`src/sv/assert_macros.svh`:
```
// assertion macros shared by the pixel blit modules
// depends on a clk and an active low rst_n in the module that uses them
`ifndef ASSERT_MACROS_SVH
`define ASSERT_MACROS_SVH

// property checked at every rising edge of clk, off while in reset
`define ASSERT_CLK(label, prop, msg) \
    label: assert property (@(posedge clk) disable iff (!rst_n) (prop)) else $error(msg);

// property checked at every rising edge of clk, also during reset
`define ASSERT_ALWAYS(label, prop, msg) \
    label: assert property (@(posedge clk) (prop)) else $error(msg);

`endif

```
`src/sv/cpbp_pkg.sv`:
```
// shared types, register codes and the channel packing function
// for the clipped pixel blit pack block; depends on nothing
package cpbp_pkg;

    localparam int SOURCE_DIM_MAX_DEF = 4096;
    localparam int QUEUE_DEPTH_DEF    = 2;

    // configuration register indexes
    typedef enum logic [2:0] {
        REG_WIDE_PIXELS   = 3'd0,
        REG_RED_LAYOUT    = 3'd1,
        REG_GREEN_LAYOUT  = 3'd2,
        REG_BLUE_LAYOUT   = 3'd3,
        REG_SCREEN_WIDTH  = 3'd4,
        REG_SCREEN_HEIGHT = 3'd5,
        REG_LINE_PITCH    = 3'd6,
        REG_PAN_BASE      = 3'd7
    } reg_index_t;

    // configuration bundle seen by front and back
    typedef struct packed {
        logic        wide_pixels;
        logic [8:0]  red_layout;
        logic [8:0]  green_layout;
        logic [8:0]  blue_layout;
        logic [12:0] screen_width;
        logic [12:0] screen_height;
        logic [14:0] line_pitch;
        logic [27:0] pan_base;
    } cfg_t;

    // classified pixel handed from front to back
    typedef struct packed {
        logic        draw;
        logic [12:0] sx;
        logic [12:0] sy;
        logic [7:0]  red;
        logic [7:0]  green;
        logic [7:0]  blue;
    } item_t;

    // place one color channel at its field offset
    function automatic logic [31:0] place_channel(
        input logic [7:0] chan,
        input logic [8:0] layout,
        input logic       wide
    );
        logic [3:0] len;
        logic [4:0] off;
        logic [7:0] v;
        len = layout[3:0];
        off = layout[8:4];
        v   = chan;
        if (!wide)
        begin
            if (len > 4'd8)
            begin
                len = 4'd8;
            end
            v = (len == 4'd0) ? 8'd0 : (chan >> (4'd8 - len));
        end
        return {24'd0, v} << off;
    endfunction

endpackage

```
`src/sv/cpbp_front.sv`:
```
// front stage: accepts pixel beats, computes screen position and clip flag
// depends on cpbp_pkg
module cpbp_front
    import cpbp_pkg::*;
#(
    parameter int SOURCE_DIM_MAX = SOURCE_DIM_MAX_DEF
)
(
    input  logic               clk,
    input  logic               rst_n,
    input  cfg_t               cfg,
    input  logic               in_valid,
    output logic               in_ready,
    input  logic [7:0]         red,
    input  logic [7:0]         green,
    input  logic [7:0]         blue,
    input  logic [7:0]         alpha,
    input  logic signed [13:0] dest_x,
    input  logic signed [13:0] dest_y,
    input  logic [11:0]        column,
    input  logic [11:0]        row,
    output logic               push_valid,
    input  logic               push_ready,
    output item_t              push_item
);

    logic  valid_reg;
    logic  valid_next;
    item_t item_reg;
    logic  [14:0] sx;
    logic  [14:0] sy;
    logic  col_ok;
    logic  row_ok;
    logic  x_ok;
    logic  y_ok;
    logic  accept;
    item_t item_next;

    // screen position, 15 bits hold every sum without overflow
    assign sx = {dest_x[13], dest_x} + {3'd0, column};
    assign sy = {dest_y[13], dest_y} + {3'd0, row};

    // clipping against source size and screen size
    assign col_ok = ({20'd0, column} < 32'(SOURCE_DIM_MAX));
    assign row_ok = ({20'd0, row} < 32'(SOURCE_DIM_MAX));
    assign x_ok   = !sx[14] && (sx[13:0] < {1'b0, cfg.screen_width});
    assign y_ok   = !sy[14] && (sy[13:0] < {1'b0, cfg.screen_height});

    always_comb
    begin
        item_next.draw  = (alpha != 8'd0) && col_ok && row_ok && x_ok && y_ok;
        item_next.sx    = sx[12:0];
        item_next.sy    = sy[12:0];
        item_next.red   = red;
        item_next.green = green;
        item_next.blue  = blue;
    end

    // one holding register, refilled in the cycle it drains
    assign in_ready   = !valid_reg || push_ready;
    assign accept     = in_valid && in_ready;
    assign push_valid = valid_reg;
    assign push_item  = item_reg;

    always_comb
    begin
        valid_next = valid_reg;
        if (accept)
        begin
            valid_next = 1'b1;
        end
        else if (push_ready)
        begin
            valid_next = 1'b0;
        end
    end

    always_ff @(posedge clk or negedge rst_n)
    begin
        if (!rst_n)
        begin
            valid_reg <= 1'b0;
        end
        else
        begin
            valid_reg <= valid_next;
        end
    end

    always_ff @(posedge clk)
    begin
        if (accept)
        begin
            item_reg <= item_next;
        end
    end

endmodule

```
`src/sv/cpbp_queue.sv`:
```
// short queue of classified pixels between front and back
// depends on cpbp_pkg and assert_macros.svh
`include "assert_macros.svh"
module cpbp_queue
    import cpbp_pkg::*;
#(
    parameter int DEPTH = QUEUE_DEPTH_DEF
)
(
    input  logic  clk,
    input  logic  rst_n,
    input  logic  push_valid,
    output logic  push_ready,
    input  item_t push_item,
    output logic  pop_valid,
    input  logic  pop_ready,
    output item_t pop_item
);

    localparam int PW = (DEPTH > 1) ? $clog2(DEPTH) : 1;
    localparam int CW = $clog2(DEPTH + 1);

    item_t          slot_reg [DEPTH];
    logic [PW-1:0]  wr_ptr_reg;
    logic [PW-1:0]  wr_ptr_next;
    logic [PW-1:0]  rd_ptr_reg;
    logic [PW-1:0]  rd_ptr_next;
    logic [CW-1:0]  count_reg;
    logic [CW-1:0]  count_next;
    logic           do_push;
    logic           do_pop;

    assign push_ready = (count_reg != CW'(DEPTH));
    assign pop_valid  = (count_reg != '0);
    assign pop_item   = slot_reg[rd_ptr_reg];
    assign do_push    = push_valid && push_ready;
    assign do_pop     = pop_valid && pop_ready;

    // pointer wrap and fill count
    always_comb
    begin
        wr_ptr_next = wr_ptr_reg;
        rd_ptr_next = rd_ptr_reg;
        count_next  = count_reg;
        if (do_push)
        begin
            wr_ptr_next = (wr_ptr_reg == PW'(DEPTH - 1)) ? '0 : wr_ptr_reg + 1'b1;
        end
        if (do_pop)
        begin
            rd_ptr_next = (rd_ptr_reg == PW'(DEPTH - 1)) ? '0 : rd_ptr_reg + 1'b1;
        end
        if (do_push && !do_pop)
        begin
            count_next = count_reg + 1'b1;
        end
        else if (do_pop && !do_push)
        begin
            count_next = count_reg - 1'b1;
        end
    end

    always_ff @(posedge clk or negedge rst_n)
    begin
        if (!rst_n)
        begin
            wr_ptr_reg <= '0;
            rd_ptr_reg <= '0;
            count_reg  <= '0;
        end
        else
        begin
            wr_ptr_reg <= wr_ptr_next;
            rd_ptr_reg <= rd_ptr_next;
            count_reg  <= count_next;
        end
    end

    always_ff @(posedge clk)
    begin
        if (do_push)
        begin
            slot_reg[wr_ptr_reg] <= push_item;
        end
    end

    // fill count never passes the depth
    `ASSERT_CLK(a_count_bound, count_reg <= CW'(DEPTH), "queue count above depth")
    // a push without a pop raises the count by one
    `ASSERT_CLK(a_count_step, (do_push && !do_pop) |=> (count_reg == $past(count_reg) + 1'b1), "queue count did not grow on push")

endmodule

```
`src/sv/cpbp_back.sv`:
```
// back stages: packs the pixel word and forms the byte address
// depends on cpbp_pkg and assert_macros.svh
`include "assert_macros.svh"
module cpbp_back
    import cpbp_pkg::*;
(
    input  logic        clk,
    input  logic        rst_n,
    input  cfg_t        cfg,
    input  logic        pop_valid,
    output logic        pop_ready,
    input  item_t       pop_item,
    output logic        out_valid,
    input  logic        out_ready,
    output logic        write_enable,
    output logic [29:0] byte_address,
    output logic [31:0] pixel_word
);

    logic        advance;
    logic        s1_valid_reg;
    logic        s1_draw_reg;
    logic [14:0] s1_xoff_reg;
    logic [27:0] s1_yprod_reg;
    logic [31:0] s1_word_reg;
    logic        s2_valid_reg;
    logic        s2_draw_reg;
    logic [29:0] s2_addr_reg;
    logic [31:0] s2_word_reg;
    logic [14:0] xoff_next;
    logic [27:0] yprod_next;
    logic [31:0] word_next;
    logic [29:0] addr_next;

    // whole pipe moves together while the output is free
    assign advance   = !s2_valid_reg || out_ready;
    assign pop_ready = advance;

    // stage 1: column offset, row product, channel packing
    assign xoff_next  = cfg.wide_pixels ? {pop_item.sx, 2'b00} : {1'b0, pop_item.sx, 1'b0};
    assign yprod_next = pop_item.sy * cfg.line_pitch;

    always_comb
    begin
        word_next = place_channel(pop_item.red, cfg.red_layout, cfg.wide_pixels)
                  | place_channel(pop_item.green, cfg.green_layout, cfg.wide_pixels)
                  | place_channel(pop_item.blue, cfg.blue_layout, cfg.wide_pixels);
        if (!cfg.wide_pixels)
        begin
            word_next[31:16] = 16'd0;
        end
    end

    // stage 2: address sum, 30 bits hold every sum without overflow
    assign addr_next = {2'b00, cfg.pan_base} + {15'd0, s1_xoff_reg} + {2'b00, s1_yprod_reg};

    always_ff @(posedge clk or negedge rst_n)
    begin
        if (!rst_n)
        begin
            s1_valid_reg <= 1'b0;
            s2_valid_reg <= 1'b0;
        end
        else if (advance)
        begin
            s1_valid_reg <= pop_valid;
            s2_valid_reg <= s1_valid_reg;
        end
    end

    always_ff @(posedge clk)
    begin
        if (advance)
        begin
            s1_draw_reg  <= pop_item.draw;
            s1_xoff_reg  <= xoff_next;
            s1_yprod_reg <= yprod_next;
            s1_word_reg  <= word_next;
            s2_draw_reg  <= s1_draw_reg;
            s2_addr_reg  <= s1_draw_reg ? addr_next : 30'd0;
            s2_word_reg  <= s1_draw_reg ? s1_word_reg : 32'd0;
        end
    end

    assign out_valid    = s2_valid_reg;
    assign write_enable = s2_draw_reg;
    assign byte_address = s2_addr_reg;
    assign pixel_word   = s2_word_reg;

    // a skipped pixel carries a zero address and word
    `ASSERT_CLK(a_skip_zero, (out_valid && !write_enable) |-> (byte_address == 30'd0 && pixel_word == 32'd0), "skipped pixel with nonzero payload")
    // a stalled first stage keeps its beat
    `ASSERT_CLK(a_s1_hold, (s1_valid_reg && !advance) |=> s1_valid_reg, "stage 1 beat lost on stall")

endmodule

```
`src/sv/clipped_pixel_blit_pack.sv`:
```
// top level of the clipped pixel blit pack block: config registers,
// front classifier, queue and back packer; depends on cpbp_pkg and its submodules
//
//   channel  direction  handshake            payload
//   in       in         in_valid/in_ready    red green blue alpha dest_x dest_y column row
//   out      out        out_valid/out_ready  write_enable byte_address pixel_word
//   cfg      in         cfg_write            cfg_index cfg_data
//
// one pixel per clock sustained while out_ready holds; from input beat to result a pixel
// passes the front register, queue slot, pack/multiply stage and address adder stage
// the 13x15 row-times-pitch multiplier shares its stage with the channel packing
// reset clears all valid flags and config registers to zero
// the front and the back stall independently, the queue (two entries by default) absorbs the slack
module clipped_pixel_blit_pack
    import cpbp_pkg::*;
#(
    parameter int SOURCE_DIM_MAX = SOURCE_DIM_MAX_DEF,
    parameter int QUEUE_DEPTH    = QUEUE_DEPTH_DEF
)
(
    input  logic               clk,
    input  logic               rst_n,
    input  logic               cfg_write,
    input  logic [2:0]         cfg_index,
    input  logic [27:0]        cfg_data,
    input  logic               in_valid,
    output logic               in_ready,
    input  logic [7:0]         red,
    input  logic [7:0]         green,
    input  logic [7:0]         blue,
    input  logic [7:0]         alpha,
    input  logic signed [13:0] dest_x,
    input  logic signed [13:0] dest_y,
    input  logic [11:0]        column,
    input  logic [11:0]        row,
    output logic               out_valid,
    input  logic               out_ready,
    output logic               write_enable,
    output logic [29:0]        byte_address,
    output logic [31:0]        pixel_word
);

    cfg_t  cfg_reg;
    cfg_t  cfg_next;
    logic  push_valid;
    logic  push_ready;
    item_t push_item;
    logic  pop_valid;
    logic  pop_ready;
    item_t pop_item;

    // config register writes
    always_comb
    begin
        cfg_next = cfg_reg;
        if (cfg_write)
        begin
            case (reg_index_t'(cfg_index))
                REG_WIDE_PIXELS:   cfg_next.wide_pixels   = cfg_data[0];
                REG_RED_LAYOUT:    cfg_next.red_layout    = cfg_data[8:0];
                REG_GREEN_LAYOUT:  cfg_next.green_layout  = cfg_data[8:0];
                REG_BLUE_LAYOUT:   cfg_next.blue_layout   = cfg_data[8:0];
                REG_SCREEN_WIDTH:  cfg_next.screen_width  = cfg_data[12:0];
                REG_SCREEN_HEIGHT: cfg_next.screen_height = cfg_data[12:0];
                REG_LINE_PITCH:    cfg_next.line_pitch    = cfg_data[14:0];
                REG_PAN_BASE:      cfg_next.pan_base      = cfg_data[27:0];
                default:           cfg_next = cfg_reg;
            endcase
        end
    end

    always_ff @(posedge clk or negedge rst_n)
    begin
        if (!rst_n)
        begin
            cfg_reg <= '0;
        end
        else
        begin
            cfg_reg <= cfg_next;
        end
    end

    // front classifier
    cpbp_front #(
        .SOURCE_DIM_MAX (SOURCE_DIM_MAX)
    ) u_front (
        .clk        (clk),
        .rst_n      (rst_n),
        .cfg        (cfg_reg),
        .in_valid   (in_valid),
        .in_ready   (in_ready),
        .red        (red),
        .green      (green),
        .blue       (blue),
        .alpha      (alpha),
        .dest_x     (dest_x),
        .dest_y     (dest_y),
        .column     (column),
        .row        (row),
        .push_valid (push_valid),
        .push_ready (push_ready),
        .push_item  (push_item)
    );

    // queue between the two halves
    cpbp_queue #(
        .DEPTH (QUEUE_DEPTH)
    ) u_queue (
        .clk        (clk),
        .rst_n      (rst_n),
        .push_valid (push_valid),
        .push_ready (push_ready),
        .push_item  (push_item),
        .pop_valid  (pop_valid),
        .pop_ready  (pop_ready),
        .pop_item   (pop_item)
    );

    // back packer
    cpbp_back u_back (
        .clk          (clk),
        .rst_n        (rst_n),
        .cfg          (cfg_reg),
        .pop_valid    (pop_valid),
        .pop_ready    (pop_ready),
        .pop_item     (pop_item),
        .out_valid    (out_valid),
        .out_ready    (out_ready),
        .write_enable (write_enable),
        .byte_address (byte_address),
        .pixel_word   (pixel_word)
    );

endmodule
```
`config.mk`:
```
export PLATFORM = sky130hd
export DESIGN_NAME = clipped_pixel_blit_pack
export DESIGN_NICKNAME = d
export VERILOG_FILES = /design/src/sv/cpbp_pkg.sv /design/src/sv/cpbp_front.sv /design/src/sv/cpbp_queue.sv /design/src/sv/cpbp_back.sv /design/src/sv/clipped_pixel_blit_pack.sv
export VERILOG_INCLUDE_DIRS = /design/src /design/src/sv
export SDC_FILE = /design/constraint.sdc
export NUM_CORES = 1
export LEC_CHECK = 0
export BUFFER_PORTS_ARGS = -buffer_cell sky130_fd_sc_hd__buf_2
export CAP_MARGIN = 20
export CELL_PAD_IN_SITES_DETAIL_PLACEMENT = 0
export CELL_PAD_IN_SITES_GLOBAL_PLACEMENT = 1
export CORE_MARGIN = 3
export CORE_UTILIZATION = 40
export DETAILED_ROUTE_END_ITERATION = 6
export PLACE_DENSITY_LB_ADDON = 0.1
export SLEW_MARGIN = 10
export SYNTH_ARGS = -nofsm -noshare
export SYNTH_HDL_FRONTEND = slang
export SYNTH_SLANG_ARGS = --single-unit
export TNS_END_PERCENT = 5
```
`constraint.sdc`:
```
create_clock -name clk -period 14.1 [get_ports clk]
set_clock_uncertainty 0.15 [all_clocks]
set_input_delay 2.82 -clock clk [delete_from_list [all_inputs] [get_ports clk]]
set_output_delay 2.82 -clock clk [all_outputs]
set_load 0.01 [all_outputs]
```
### Word level (Yosys, flattened, before mapping)

Memory sizes are Yosys's and may differ from the RTL's.
Index checks and enable logic that the tools add are counted.

* reductions and logical operators: 33
* mux-type cells: 21
* add/subtract/negate cells: 11
* bitwise gates (word level): 2
* eq/ne operators: 8
* multiply operators: 1
* order comparisons: 5
* shift-type cells: 6

Operators with widths (count)
* 8-bit by 5-bit << shifter with 32-bit output: 3
* 32-bit bitwise OR: 2
* 8-bit 2-to-1 mux: 6
* 14-bit by 13-bit adder with 15-bit output: 2
* 30-bit by 28-bit adder with 30-bit output: 1
* 28-bit by 15-bit adder with 29-bit output: 1
* 14-bit by 13-bit less-than comparator with 1-bit output: 2
* 13-bit by 15-bit multiplier with 28-bit output: 1
* 4-bit 2-to-1 mux: 6
* 8-bit by 4-bit right shift with 8-bit output: 3
* 2-bit AND reduction: 8
* 14-bit 2-to-1 mux: 1
* 3-bit equality test (second input constant): 4
* 4-bit greater-than comparator (second input constant): 3
* 4-bit logical NOT: 3
* 4-bit subtractor (first input constant): 3
* 1-bit logical AND: 9
* 8-bit nonzero test: 1
* 3-bit by 2-bit equality test with 1-bit output (second input constant): 2
* 1-bit logical NOT: 6
* 1-bit 2-to-1 mux: 6
* 2-bit nonzero test: 3
* 2-bit 2-to-1 mux: 2
* 3-bit by 1-bit equality test with 1-bit output (second input constant): 1
* 6 further kinds: 8

* bits in registers: 294
* bits in writable memories: 102
* word-level logic and storage cells: 118
* memories: 1
* bits of input ports: 120

Memory list
* u_queue.slot_reg: words 2, bits a word 51, read ports 1, clocked after Yosys merged registers in 0, write ports 1, line cpbp_queue.sv:23 `item_t slot_reg [DEPTH];`

### Depth between registers and ports, before layout

* depth after elaboration: 10
* depth in mapped cells: 28
* mapped depth without buffers: 22

### By module

A second synthesis with hierarchy kept.

* cells, all modules: 2386
* area, all modules: 27755.4 µm²

Modules (own cells, without submodules)
* cpbp_back: times used 1, area each 16393.2 µm², sequential area each 4194.0 µm², cells each 1711
* cpbp_queue: times used 1, area each 4126.5 µm², sequential area each 3163.0 µm², cells each 177
* clipped_pixel_blit_pack: times used 1, area each 3866.2 µm², sequential area each 2427.3 µm², cells each 213
* cpbp_front: times used 1, area each 3369.5 µm², sequential area each 1556.5 µm², cells each 285

### Worst setup path before layout

No wires, ideal clock.

* path type: input-to-reg
* from: in out_ready
* to: reg u_queue.count_reg[1]
* path slack: 5945 ps
* buffers on the path: 0
* library setup time: 79 ps
* data required time: 13871 ps
* cell stages on the path: 6
* arrival: 7925 ps
* cells stage by stage: nand2b_1 > o21ai_0 > ha_1 > xor2_1 > nor2_1 > xor2_1

* cells in the longest elaborated chain, start to end: 5
* elaborated cells between the ends (all ways): 7
* those cells by class: 1 x mux; 6 x reduce/logical

Ends and longest elaborated chain
* start: declaration: line clipped_pixel_blit_pack.sv:37 `input logic out_ready,`
* 1-bit logical OR (*): line cpbp_back.sv:36 `assign advance = !s2_valid_reg || out_ready;`
* 1-bit logical AND (*): line cpbp_queue.sv:37 `assign do_pop = pop_valid && pop_ready;`
* 1-bit logical NOT: line cpbp_queue.sv:53 `if (do_push && !do_pop)`
* 1-bit logical AND: line cpbp_queue.sv:53
* 2-bit 2-to-1 mux or 2-bit nonzero test (tied branches)
* end signal: assignment: line cpbp_queue.sv:75 `count_reg <= count_next;`
* end: declaration: line cpbp_queue.sv:28 `logic [CW-1:0] count_reg;`

Every way passes the cells marked *; elsewhere a longest branch is shown, timed or not.
A chain may end at the register's enable or synchronous reset.

### Final worst setup path

* from: reg u_queue.rd_ptr_reg
* to: reg u_back.s1_yprod_reg[27] (data pin)

* cells in the longest elaborated chain, start to end: 2

Ends and longest elaborated chain
* start: declaration: line cpbp_queue.sv:26 `logic [PW-1:0] rd_ptr_reg;`
* start signal: assignment: line cpbp_queue.sv:74 `rd_ptr_reg <= rd_ptr_next;`
* memory 2 x 51 bit
* 13-bit by 15-bit multiplier with 28-bit output: line cpbp_back.sv:41 `assign yprod_next = pop_item.sy * cfg.line_pitch;`
* named net u_back.yprod_next[27]: line cpbp_back.sv:31 `logic [27:0] yprod_next;`
* end signal: assignment: line cpbp_back.sv:77 `s1_yprod_reg <= yprod_next;`
* end: declaration: line cpbp_back.sv:24 `logic [27:0] s1_yprod_reg;`

The timed path passes the listed nets, and every way through them passes these cells.

==> metrics list <==
- For this run, the top clock speed supported by timing is 145 MHz.
* Effective utilization at floorplan: 40.9%
- Worst Setup Slack post-DPL: 7.06 ns
- In this run the post-CTS setup repair buffer count came out at 0.
* Die width: 267 um
- The biggest area contributor in the post-synthesis netlist is edfxtp_1.
* Clk Tree Root Cell: clkbuf_16
- For this design, the slowest cell found on the critical path is buf_4.
- Met2 layer wire length in the routed design: 32000 um
* Iter 0 DRT Violations: 1305
- The critical path is of the flip-flop to flip-flop type.
- Time the worst path needs with I/O delays and setup: 6.90 ns
- Crit path DAT: 7.07 ns
- Number of placed I/O pins: 185
- Summed over all nets, the half-perimeter wirelength after detailed placement is 55300 um.
- In the finished design, the share of the clock period the worst path needs comes to 49.0%.
* Aggregate global routing overflow: 0
- TritonCTS clock tree: done
* Clock-pin slew on the worst setup and hold paths: 0.06 ns
- After routing, the total negative slack on setup checks comes to 0 ns.
- Most instantiated library cell after synthesis: edfxtp_1
* ANT cells: 0
- Placed Cells incl. Taps: 3429
- Fill cells in the final layout number 6293.
- Number of enable-type register cells in the synthesized netlist: 291
* Die area: 71200 sq um
- Largest net degree at the start of global routing: 73
* Number of nets still failing antenna checks after routing: 0
- Critical Path Most Common Cell: fa_1
- At the end of routability-driven placement, the weighted congestion stood at 0.899.
- Number of flip-flops under the largest register name: 102
* Post-Synth Simple-Gate Area: 13.0%
- Synthesized netlist cell count: 2454
- In this run the worst path has a maximum fanout of 49.
- The via count of the first global-routing pass was 19000.
* Std-Cell Core Area: 66600 sq um
* Number of non-filler instances in the completed layout: 3511
- STA puts the critical path data required time at 14.27 ns.
- After clock tree synthesis, the flow added hold-fix buffers numbering 0.
* Number of synthesized register bits: 395
* Post-cts repair resize count: 0
- In this run the cell area of the synthesized design comes to 27200 sq um.
- Total DRC errors in the routed layout: 0
- Cells along the critical path: buf_4, mux2_2, nand2_1, fa_1, inv_1, fa_1, fa_1, inv_1, fa_1, inv_1, ha_1, or3_1, o31ai_1, o31ai_1, o221a_2, or4_1, a31oi_1, o21ai_1, xnor2_1
* Routed wire length per instance: 20.7 um
* Synth top area share: 32.1%
* Transition time of the tightest slew-check pin: 1.03 ns
- Later-pin clock latency in the skew report: 0.59 ns
- Adder and majority cell fraction of the synthesized area: 18.5%
* Worst max-slew margin expressed relative to the limit: 30.8%
- The worst path meets setup with 7.20 ns of slack.
- For this run, the leading register cell type out of synthesis is edfxtp_1.
* Post-synthesis compound-gate area fraction: 10.4%
- In this run the tool buffered the top-level ports with 184 buffer cells.
* WL met3: 3560 um
- Largest family of logic cells by synthesized area: adder cells
* Area added between synthesis and finish: 11.7%
- Worst hold path type: flip-flop to flip-flop
* Fin. Hold Viols: 0
- Result of the run: complete, no violations
- Yosys mapped the design onto 91 distinct sky130hd cell types.
- Setup violations remaining at the end of the flow were counted as 0.
- Of the post-synthesis cell area, the part taken by muxes is 8.57%.
- DRT Wirelength: 72600 um
- Unrepaired setup endpoints after global routing: false
- Sequential standard cell area: 11300 sq um
- The number of antenna violations at the first check in global routing was 0.
- The longest clock path from root to sink contains 3 buffers.
- Count of synthesis-stage warnings from yosys: 0
- Biggest area contributors in the synthesized netlist: edfxtp_1, fa_1, dfrtp_1, ha_1, mux2_2
* Die span in y: 267 um
- Parity-gate share of the synthesized area counting xor and xnor cells: 2.90%
- The number of pins with negative max-slew slack in the final report is 0.
- In the final layout, the multi-input gates occupy 14500 sq um.
* First-pass GRT wire length: 112000 um
* Post-synthesis average cell area: 11.1 sq um
- For this run, asynchronously set or reset flops after synthesis account for 26.3%.
- Number of max-capacitance violations reported: 0
- Synthesis produced a netlist with a net count of 2888.
* CTS sink cnt: 395
* Site row count: 94
- CP Capture Type: flip-flop
- Seq/Total Area, Yosys: 41.7%
- TritonCTS created 45 clock buffers.
* Wire length on met1: 35500 um
- Crit-path max cell delay: 0.67 ns
- Cells with a size suffix above 1 make up 16.4% of the layout.
* Total via count after detailed routing: 18800
- Detailed-routing iteration count for the pre-antenna-repair pass: 5
- Top cell types by occurrence after synthesis: edfxtp_1, inv_1, nand2_1
* Count of nets after finishing: 3046
* Core Util, Final: 45.6%
- Highest metal layer with signal wires: met4
- Average vias per placed instance: 5.35
- Startpoint type of the worst setup path: flip-flop
- CTS H-tree depth: 2
- Across every metal layer, demand over resource in global routing totals 20.5%.
[cell families after synthesis]
kind of cell | after synthesis
AOI/OAI and AO/OA | 418
xor gates and xnor gates | 90
adders and majority gates | 314
buffers and inverters | 345
DFF | 395
muxes | 186
and+or+nand+nor | 706
[layout make-up]
type                    instances  share of cell area, %
well taps                     864                   3.56
inverters                     254                   3.14
repair buffers                202                   3.48
clock buffers                  63                   4.13
clock inverters                19                  0.490
flip-flops and latches        395                   37.3
multi-input cells            1714                   47.9
[critical path, delay by kind of cell (launching register included)]
| kind | cells | cell delay, ns |
|---|---|---|
| muxes | 1 | 0.53 |
| and+or+nand+nor | 3 | 0.95 |
| adders and majority gates | 5 | 2.24 |
| buffers and inverters | 4 | 0.81 |
| DFF | 1 | 0.55 |
| AOI/OAI and AO/OA | 5 | 1.28 |
| xor gates and xnor gates | 1 | 0.13 |
[metal layers]
layer | GRT usage (%) | vias up
li1 | - | 8962
met5 | 0 | -
met2 | 31.9 | 417
met1 | 29.9 | 9308
met3 | 3.44 | 84
met4 | 4.99 | 0
[cells in the final DEF, fill, tap and decap left out, types with 7 or more instances in the layout]
cell type	netlist	final
a211oi_1	16	16
a21o_1	21	21
a21oi_1	88	88
a22oi_1	11	11
a31oi_1	21	21
and2_1	116	115
and3_1	9	8
buf_2	5	183
buf_4	1	19
clkbuf_1	76	12
clkbuf_16	0	45
clkinv_2	0	8
dfrtp_1	104	103
edfxtp_1	291	291
fa_1	147	147
ha_1	167	167
inv_1	250	250
mux2_2	112	112
mux2i_1	47	47
mux4_2	26	26
nand2_1	229	229
nand2b_1	45	44
nand3_1	33	33
nand4_1	10	10
nor2_1	112	111
nor2b_1	61	61
nor3_1	37	36
o2111ai_1	7	7
o211ai_1	10	10
o21a_1	20	20
o21ai_0	85	85
o21ai_1	9	9
o21bai_1	17	17
o221ai_1	11	11
o22a_1	9	9
o22ai_1	15	15
o31ai_1	7	7
or3_1	15	15
xnor2_1	59	59
xor2_1	31	31
[through the flow]
| stage | area, sq um | hold slack, ns |
|---|---|---|
| finish | 30400 | 0.293 |
| global route | 30400 | 0.299 |
| CTS | 30400 | 0.293 |
| detailed placement | 29000 | 0.277 |
| global placement | 29000 | 0.275 |
| floorplan | 27200 | 0.261 |
[path summary, 6_finish.rpt]
path	from	to	slack, ns	cells past startpoint
max	u_queue.rd_ptr_reg$_DFFE_PN0P_	u_back.s1_yprod_reg[27]$_DFFE_PN_	7.20	19
min	u_front.push_item[14]$_DFFE_PP_	u_queue.slot_reg[0][14]$_DFFE_PP_	0.29	0
max reg2reg	u_queue.rd_ptr_reg$_DFFE_PN0P_	u_back.s1_yprod_reg[27]$_DFFE_PN_	7.20	19
min reg2reg	u_front.push_item[14]$_DFFE_PP_	u_queue.slot_reg[0][14]$_DFFE_PP_	0.29	0
max in group asynchronous	rst_n	u_queue.rd_ptr_reg$_DFFE_PN0P_	10.24	2
min in group asynchronous	rst_n	u_queue.wr_ptr_reg$_DFFE_PN0P_	2.14	1
Power is left out: the tool's default activity adds up to more than one toggle a clock period on the data nets, which glitch-free logic cannot reach.
